File: src/ffsa_pkg.sv
package ffsa_pkg;

	localparam logic [1:0] FN_CLEAR = 2'd0;
	localparam logic [1:0] FN_ALLOC = 2'd1;
	localparam logic [1:0] FN_FREE  = 2'd2;
	localparam logic [1:0] FN_UNDEF = 2'd3;

	localparam logic [1:0] ST_OK       = 2'd0;
	localparam logic [1:0] ST_NOSPACE  = 2'd1;
	localparam logic [1:0] ST_NOTALLOC = 2'd2;

	localparam logic [1:0] RS_ONE   = 2'd0;
	localparam logic [1:0] RS_TWO   = 2'd1;
	localparam logic [1:0] RS_FOUR  = 2'd2;
	localparam logic [1:0] RS_UNDEF = 2'd3;

	localparam logic [1:0] TAG_FREE = 2'd0;
	localparam logic [1:0] TAG_ONE  = 2'd1;
	localparam logic [1:0] TAG_TWO  = 2'd2;
	localparam logic [1:0] TAG_FOUR = 2'd3;

	typedef struct packed {
		logic [1:0] func;
		logic [1:0] run_size;
		logic [7:0] slot_index;
	} ffsa_req_t;

	typedef struct packed {
		logic [7:0] granted_index;
		logic [1:0] status;
		logic [8:0] high_water;
	} ffsa_rsp_t;

	typedef enum logic [3:0] {
		S_INIT,
		S_IDLE,
		S_CLEAR,
		S_SCAN,
		S_FILL,
		S_LOOKUP,
		S_CHECK,
		S_RELEASE,
		S_DONE
	} ffsa_state_t;

	// Run length minus one for a tag code: one slot 0, two slots 1, four slots 3.
	function automatic logic [1:0] tag_len_m1(input logic [1:0] tag);
		logic [1:0] r;
		case (tag)
			TAG_TWO:  r = 2'd1;
			TAG_FOUR: r = 2'd3;
			default:  r = 2'd0;
		endcase
		return r;
	endfunction

endpackage

File: src/ffsa_tag_ram.sv
module ffsa_tag_ram import ffsa_pkg::*; #(
	parameter int DEPTH = 256,
	parameter int AW    = 8
) (
	input  logic          clk,
	input  logic          we,
	input  logic [AW-1:0] waddr,
	input  logic [1:0]    wdata,
	input  logic [AW-1:0] raddr,
	output logic [1:0]    rdata
);

	logic [1:0] mem [DEPTH];

	always_ff @(posedge clk) begin
		if (we) begin
			mem[waddr] <= wdata;
		end
		rdata <= mem[raddr];
	end

endmodule

File: src/first_fit_slot_allocator_unit.sv
// Clear writes every tag to free; allocate scans for a run, then fills it; free looks up
// a tag, checks it, releases its run; a bad operation, size or index goes to the result.
// Throughput: one item at a time; the first-fit scan reads one tag per cycle from the
// single read port of the tag memory.
// Reset: arst_n clears control state at once, then a clearing pass writes every tag to
// free, one slot per cycle, while req_ready stays low.
module first_fit_slot_allocator_unit import ffsa_pkg::*; #(
	parameter int SLOT_COUNT = 256
) (
	input  logic      clk,
	input  logic      arst_n,
	input  logic      req_valid,
	output logic      req_ready,
	input  ffsa_req_t req,
	output logic      rsp_valid,
	input  logic      rsp_ready,
	output ffsa_rsp_t rsp
);

	localparam int AW = (SLOT_COUNT > 1) ? $clog2(SLOT_COUNT) : 1;
	localparam int CW = AW + 1;
	localparam logic [CW-1:0] SLOTS = CW'(SLOT_COUNT);
	localparam logic [AW-1:0] LAST  = AW'(SLOT_COUNT - 1);

	ffsa_state_t state_q, state_d;

	// The address counter is shared: it walks the pool during the scan,
	// the fill, the release and the clearing pass.
	logic [CW-1:0] cnt_q;
	logic          rd_pend_q;
	logic [AW-1:0] rd_addr_q;
	logic [2:0]    run_q;
	logic [1:0]    lenm1_q;
	logic [1:0]    code_q;
	logic [1:0]    rem_q;
	logic [7:0]    granted_q;
	logic [1:0]    status_q;
	logic [CW-1:0] used_q;
	ffsa_rsp_t     rsp_q;
	logic          rsp_valid_q;

	logic          ram_we;
	logic [AW-1:0] ram_waddr;
	logic [1:0]    ram_wdata;
	logic [AW-1:0] ram_raddr;
	logic [1:0]    ram_rdata;
	logic          rsp_load;
	logic          accept;

	logic          tag_free;
	logic [2:0]    run_nx;
	logic          hit;
	logic          scan_last;
	logic          scan_issue;
	logic [AW-1:0] hit_start;
	logic [CW-1:0] hit_end;
	logic          idx_ok;

	ffsa_tag_ram #(
		.DEPTH(SLOT_COUNT),
		.AW   (AW)
	) u_ram (
		.clk  (clk),
		.we   (ram_we),
		.waddr(ram_waddr),
		.wdata(ram_wdata),
		.raddr(ram_raddr),
		.rdata(ram_rdata)
	);

	assign accept = req_valid && req_ready;

	// A run is found when the slot that just came back is free and closes a free
	// stretch of the requested length. Its start lies lenm1 slots back.
	assign tag_free   = rd_pend_q && (ram_rdata == TAG_FREE);
	assign run_nx     = tag_free ? run_q + 3'd1 : 3'd0;
	assign hit        = tag_free && (run_q == {1'b0, lenm1_q});
	assign scan_last  = rd_pend_q && (rd_addr_q == LAST);
	assign scan_issue = (cnt_q < SLOTS) && !hit;
	assign hit_start  = rd_addr_q - AW'(lenm1_q);
	assign hit_end    = {1'b0, rd_addr_q} + CW'(1);
	assign idx_ok     = int'(req.slot_index) < SLOT_COUNT;

	always_comb begin
		state_d = state_q;
		case (state_q)
			S_INIT: begin
				if (cnt_q[AW-1:0] == LAST) state_d = S_IDLE;
			end
			S_IDLE: begin
				if (accept) begin
					case (req.func)
						FN_CLEAR: state_d = S_CLEAR;
						FN_ALLOC: state_d = (req.run_size inside {RS_ONE, RS_TWO, RS_FOUR}) ?
							S_SCAN : S_DONE;
						FN_FREE:  state_d = idx_ok ? S_LOOKUP : S_DONE;
						default:  state_d = S_DONE;
					endcase
				end
			end
			S_CLEAR: begin
				if (cnt_q[AW-1:0] == LAST) state_d = S_DONE;
			end
			S_SCAN: begin
				if (hit) begin
					state_d = S_FILL;
				end else if (scan_last) begin
					state_d = S_DONE;
				end
			end
			S_FILL: begin
				if (rem_q == 2'd0) state_d = S_DONE;
			end
			S_LOOKUP: state_d = S_CHECK;
			S_CHECK: begin
				state_d = (ram_rdata == TAG_FREE) ? S_DONE : S_RELEASE;
			end
			S_RELEASE: begin
				if ((rem_q == 2'd0) || (cnt_q[AW-1:0] == LAST)) state_d = S_DONE;
			end
			S_DONE: begin
				if (!rsp_valid_q || rsp_ready) state_d = S_IDLE;
			end
			default: state_d = S_IDLE;
		endcase
	end

	always_comb begin
		req_ready = 1'b0;
		ram_we    = 1'b0;
		ram_waddr = cnt_q[AW-1:0];
		ram_wdata = TAG_FREE;
		ram_raddr = cnt_q[AW-1:0];
		rsp_load  = 1'b0;
		case (state_q)
			S_IDLE:    req_ready = 1'b1;
			S_INIT:    ram_we = 1'b1;
			S_CLEAR:   ram_we = 1'b1;
			S_RELEASE: ram_we = 1'b1;
			S_FILL: begin
				ram_we    = 1'b1;
				ram_wdata = code_q;
			end
			S_DONE:    rsp_load = !rsp_valid_q || rsp_ready;
			default: ;
		endcase
	end

	always_ff @(posedge clk or negedge arst_n) begin
		if (!arst_n) begin
			state_q     <= S_INIT;
			cnt_q       <= '0;
			rd_pend_q   <= 1'b0;
			used_q      <= '0;
			rsp_valid_q <= 1'b0;
		end else begin
			state_q <= state_d;
			if (rsp_load) begin
				rsp_valid_q <= 1'b1;
			end else if (rsp_ready) begin
				rsp_valid_q <= 1'b0;
			end
			rd_pend_q <= 1'b0;
			case (state_q)
				S_INIT, S_CLEAR, S_FILL, S_RELEASE: cnt_q <= cnt_q + CW'(1);
				S_IDLE: begin
					if (accept) begin
						if (req.func == FN_FREE) begin
							cnt_q <= CW'(req.slot_index);
						end else begin
							cnt_q <= '0;
						end
						if (req.func == FN_CLEAR) used_q <= '0;
					end
				end
				S_SCAN: begin
					rd_pend_q <= scan_issue;
					if (hit) begin
						cnt_q <= {1'b0, hit_start};
						if (hit_end > used_q) used_q <= hit_end;
					end else begin
						cnt_q <= cnt_q + CW'(1);
					end
				end
				default: ;
			endcase
		end
	end

	// Payload and scan bookkeeping; these need no reset.
	always_ff @(posedge clk) begin
		case (state_q)
			S_IDLE: begin
				if (accept) begin
					run_q     <= '0;
					granted_q <= '0;
					lenm1_q   <= tag_len_m1(req.run_size + 2'd1);
					code_q    <= req.run_size + 2'd1;
					case (req.func)
						FN_ALLOC: status_q <= ST_NOSPACE;
						FN_FREE:  status_q <= idx_ok ? ST_OK : ST_NOTALLOC;
						default:  status_q <= ST_OK;
					endcase
				end
			end
			S_SCAN: begin
				run_q     <= run_nx;
				rd_addr_q <= cnt_q[AW-1:0];
				rem_q     <= lenm1_q;
				if (hit) begin
					granted_q <= 8'(hit_start);
					status_q  <= ST_OK;
				end
			end
			S_FILL, S_RELEASE: rem_q <= rem_q - 2'd1;
			S_CHECK: begin
				rem_q <= tag_len_m1(ram_rdata);
				if (ram_rdata == TAG_FREE) status_q <= ST_NOTALLOC;
			end
			default: ;
		endcase
		if (rsp_load) begin
			rsp_q.granted_index <= granted_q;
			rsp_q.status        <= status_q;
			rsp_q.high_water    <= 9'(used_q);
		end
	end

	assign rsp_valid = rsp_valid_q;
	assign rsp       = rsp_q;

endmodule

File: config.mk
export PLATFORM = sky130hd
export DESIGN_NAME = first_fit_slot_allocator_unit
export DESIGN_NICKNAME = d
export VERILOG_FILES = /design/src/ffsa_pkg.sv /design/src/ffsa_tag_ram.sv /design/src/first_fit_slot_allocator_unit.sv
export SDC_FILE = /design/constraint.sdc
export NUM_CORES = 1
export LEC_CHECK = 0
export BUFFER_PORTS_ARGS = -buffer_cell sky130_fd_sc_hd__buf_2
export CAP_MARGIN = 10
export CORE_MARGIN = 2
export CORE_UTILIZATION = 48
export DETAILED_ROUTE_END_ITERATION = 6
export PLACE_DENSITY = 0.7
export SLEW_MARGIN = 20
export SYNTH_ARGS = -nofsm -noshare
export SYNTH_HDL_FRONTEND = slang
export SYNTH_SLANG_ARGS = --single-unit
File: constraint.sdc
create_clock -name clk -period 8.57 [get_ports clk]
set_input_delay 0.857 -clock clk [delete_from_list [all_inputs] [get_ports clk]]
set_output_delay 0.857 -clock clk [all_outputs]
set_load 0.05 [all_outputs]
==> run summary <==
outcome: completed
PortBufs: 36
Final Max Tran Viols: 0
Max stage delay on crit path: 0.92 ns
post-synthesis to final-layout area growth: 10.3%
Initial Util: 48.7%
ys async rst share: 4.12%
Mapped Cells: 1486
initial antenna violation count: 0
most frequent cells in the layout: edfxtp_1 (557), nor2_1 (293), mux4_2 (113)
crit-path max FO: 49
number of DRC markers in iteration 0: 1820
antenna cells: 0
ratio of cells with drive above 1 in the final layout: 18.9%
DR vias: 13600
clock-pin slew on the worst setup and hold paths: 0.06 ns
Die W: 230 um
CTS Hold Bufs: 0
mean post-synth cell area: 16.5 sq um
TritonCTS clock tree: yes
Die H: 230 um
setup TNS: 0 ns
Fin Clk Skew: 0.0337 ns
worst hold path type: in -> async
Max Used Layer: met4
DRC violations left: 0
clk_lat worst skew: 0.64 ns
Slowest cell on crit path: dfrtp_4
Met2 Wirelength: 26000 um
static leakage: 8.96 nW
VDD IR max: 0.210 mV
post-layout minimum cycle time: 4.07 ns
crit path DAT: 4.55 ns
Met1 Wirelength: 22100 um
unrepaired setup endpoints after global routing: false
row count: 82
Worst setup EP type: flop
Overflow after GRT: 0
first-pass GRT wire length: 83700 um
core outline area: 0.0503 sq mm
Worst-Margin Slew: 1.15 ns
Slew Limit Headroom: 23.0%
pin count of the biggest net entering global routing: 117
post-CTS sizing: 0
library cells used by synthesis: 69
post-CTS setup buffers: 0
WL/cell: 24.7 um
Final Hold Viols: 0
Mapped Area: 0.0245 sq mm
critical-path cell list: buf_4, nand2_4, o22ai_1, nor3_1, o41ai_1, nand3_1, a2111oi_1, nand4_1
max frequency: 246 MHz
total track usage: 21.1%
post-detail-place hpwl: 32600 um
drt pass-1 iters: 5
Ports: 37
top_reg_cell synth: edfxtp_1
Yosys reg bits: 583
antenna-violating nets left: 0
routed vias/inst: 6.09
sequential element share of the synthesized area: 70.9%
CTS root buf: clkbuf_16
Startpoint Class: flop
Num CTS Buffers: 58
Clock Sinks: 583
Final Cycle Share: 47.5%
EDFF count, synth: 557
Critical Setup Path Class: reg -> reg
leading cell type in the layout, fill and taps excluded: edfxtp_1
met3 WL: 5280 um
H-tree levels: 2
Final GP Congestion: 0.846
Die ar.: 0.0529 sq mm
Fill cells: 3967
max cap viols: 0
YS warnings: 0
maximum root-to-sink buffer count: 3
Worst EP required: 9.05 ns
Layout Nets: 1547
Setup violations, final: 0
Power Density: 295 mW/mm^2
Routed WL: 55200 um
vias in the first global route: 13600
Tot Pwr: 7.96 mW
syn nets: 1523
## logic make-up (layout without fill, tap and decap cells)
group,Yosys count,count (layout),share of synthesized area (%)
compound gates,157,157,4.54
mux,154,154,12.8
xor+xnor,16,16,0.572
fa+ha+maj,21,21,1.10
flops,583,583,70.9
buf+inv,123,194,2.55
simple gates,432,432,7.55
## per-stage QoR
stage	instances	hold slack [ns]	area [sq um]	utilization, %	setup WS (ns)
2_1_floorplan	1486	0.400	24500	-	3.38
3_3_place_gp	2121	0.403	25200	50.1	4.53
6_report	2229	0.248	27000	53.7	4.50
3_5_place_dp	2121	0.405	25200	50.1	4.42
4_1_cts	2228	0.231	27000	53.7	4.39
5_1_grt	2229	0.268	27000	53.7	4.18
## path summary, 6_finish.rpt
| path | startpoint | end | slack [ns] | cells past startpoint |
|---|---|---|---|---|
| min reg2reg | granted_q[0]$_SDFFCE_PN0P_ | rsp[11]$_DFFE_PP_ | 0.42 | 0 |
| max reg2reg | cnt_q[0]$_DFFE_PN0P_ | u_ram.rdata[1]$_DFF_P_ | 4.50 | 8 |
| min in group clk | granted_q[0]$_SDFFCE_PN0P_ | rsp[11]$_DFFE_PP_ | 0.42 | 0 |
| max in group asynchronous | arst_n | cnt_q[1]$_DFFE_PN0P_ | 7.85 | 1 |
| max | cnt_q[0]$_DFFE_PN0P_ | u_ram.rdata[1]$_DFF_P_ | 4.50 | 8 |
| min | arst_n | rsp_valid$_DFFE_PN0P_ | 0.25 | 1 |
## layout make-up
cell class	instances	area (sq um)	area share, %
multi-input combinational	780	6540	24.2
tap	672	841	3.11
sequential	583	17400	64.3
inverter	26	97.6	0.361
clock inverter	27	216	0.801
timing repair buffer	61	384	1.42
clock buffer	80	1560	5.79
## per-layer routing
metal | vias to the layer above | track usage, %
met5 | - | 0
met4 | 0 | 7.54
met3 | 92 | 4.19
met2 | 699 | 32.9
met1 | 6908 | 29.7
li1 | 5865 | -
## Yosys cell counts, types with 3 or more instances
library cell,number,area [sq um]
buf_2,17,85.1
o41ai_1,3,26.3
o22ai_1,15,93.8
edfxtp_1,557,16700
buf_12,5,100
nand2b_1,8,50.1
o21ai_0,13,65.1
nand3_1,29,145
a221oi_1,4,35.0
nand2_1,35,131
a22o_1,13,114
nor3_1,23,115
dfrtp_1,24,601
inv_1,25,93.8
a22oi_1,38,285
ha_1,20,250
xor2_1,4,35.0
and2_1,7,43.8
mux2_2,22,248
nand4_1,5,31.3
buf_4,4,30.0
buf_1,5,18.8
buf_6,6,67.6
a21boi_1,3,22.5
o211ai_1,3,22.5
a21oi_1,33,165
a211oi_1,3,22.5
xnor2_1,12,105
mux4_1,9,236
nor4_1,4,25.0
a2bb2oi_1,3,26.3
mux4_2,113,2540
clkbuf_1,60,225
mux2i_1,9,90.1
or4_1,4,30.0
nor2b_1,7,43.8
nor2_1,295,1110
and3_1,4,25.0
a21o_1,5,37.5
## power breakdown
part	internal, mW	switching, mW
Clock	1.34	1.05
Combinational	0.816	1.29
Sequential	3.27	0.203
## state kept, by name (all words and copies together) (netlist names), 3 cells and up
signal	count
u_ram.mem	512
rsp	19
cnt_q	9
used_q	9
granted_q	8
rd_addr_q	8
state_q	4
run_q	3
## worst max-delay path, delay by kind of cell, from the launching register on
| kind | cells | cell delay [ns] |
|---|---|---|
| AOI/OAI and AO/OA | 3 | 1.39 |
| DFF | 1 | 0.92 |
| buffers and inverters | 1 | 0.85 |
| and+or+nand+nor | 4 | 0.65 |
(Power assumes the default switching activity.)
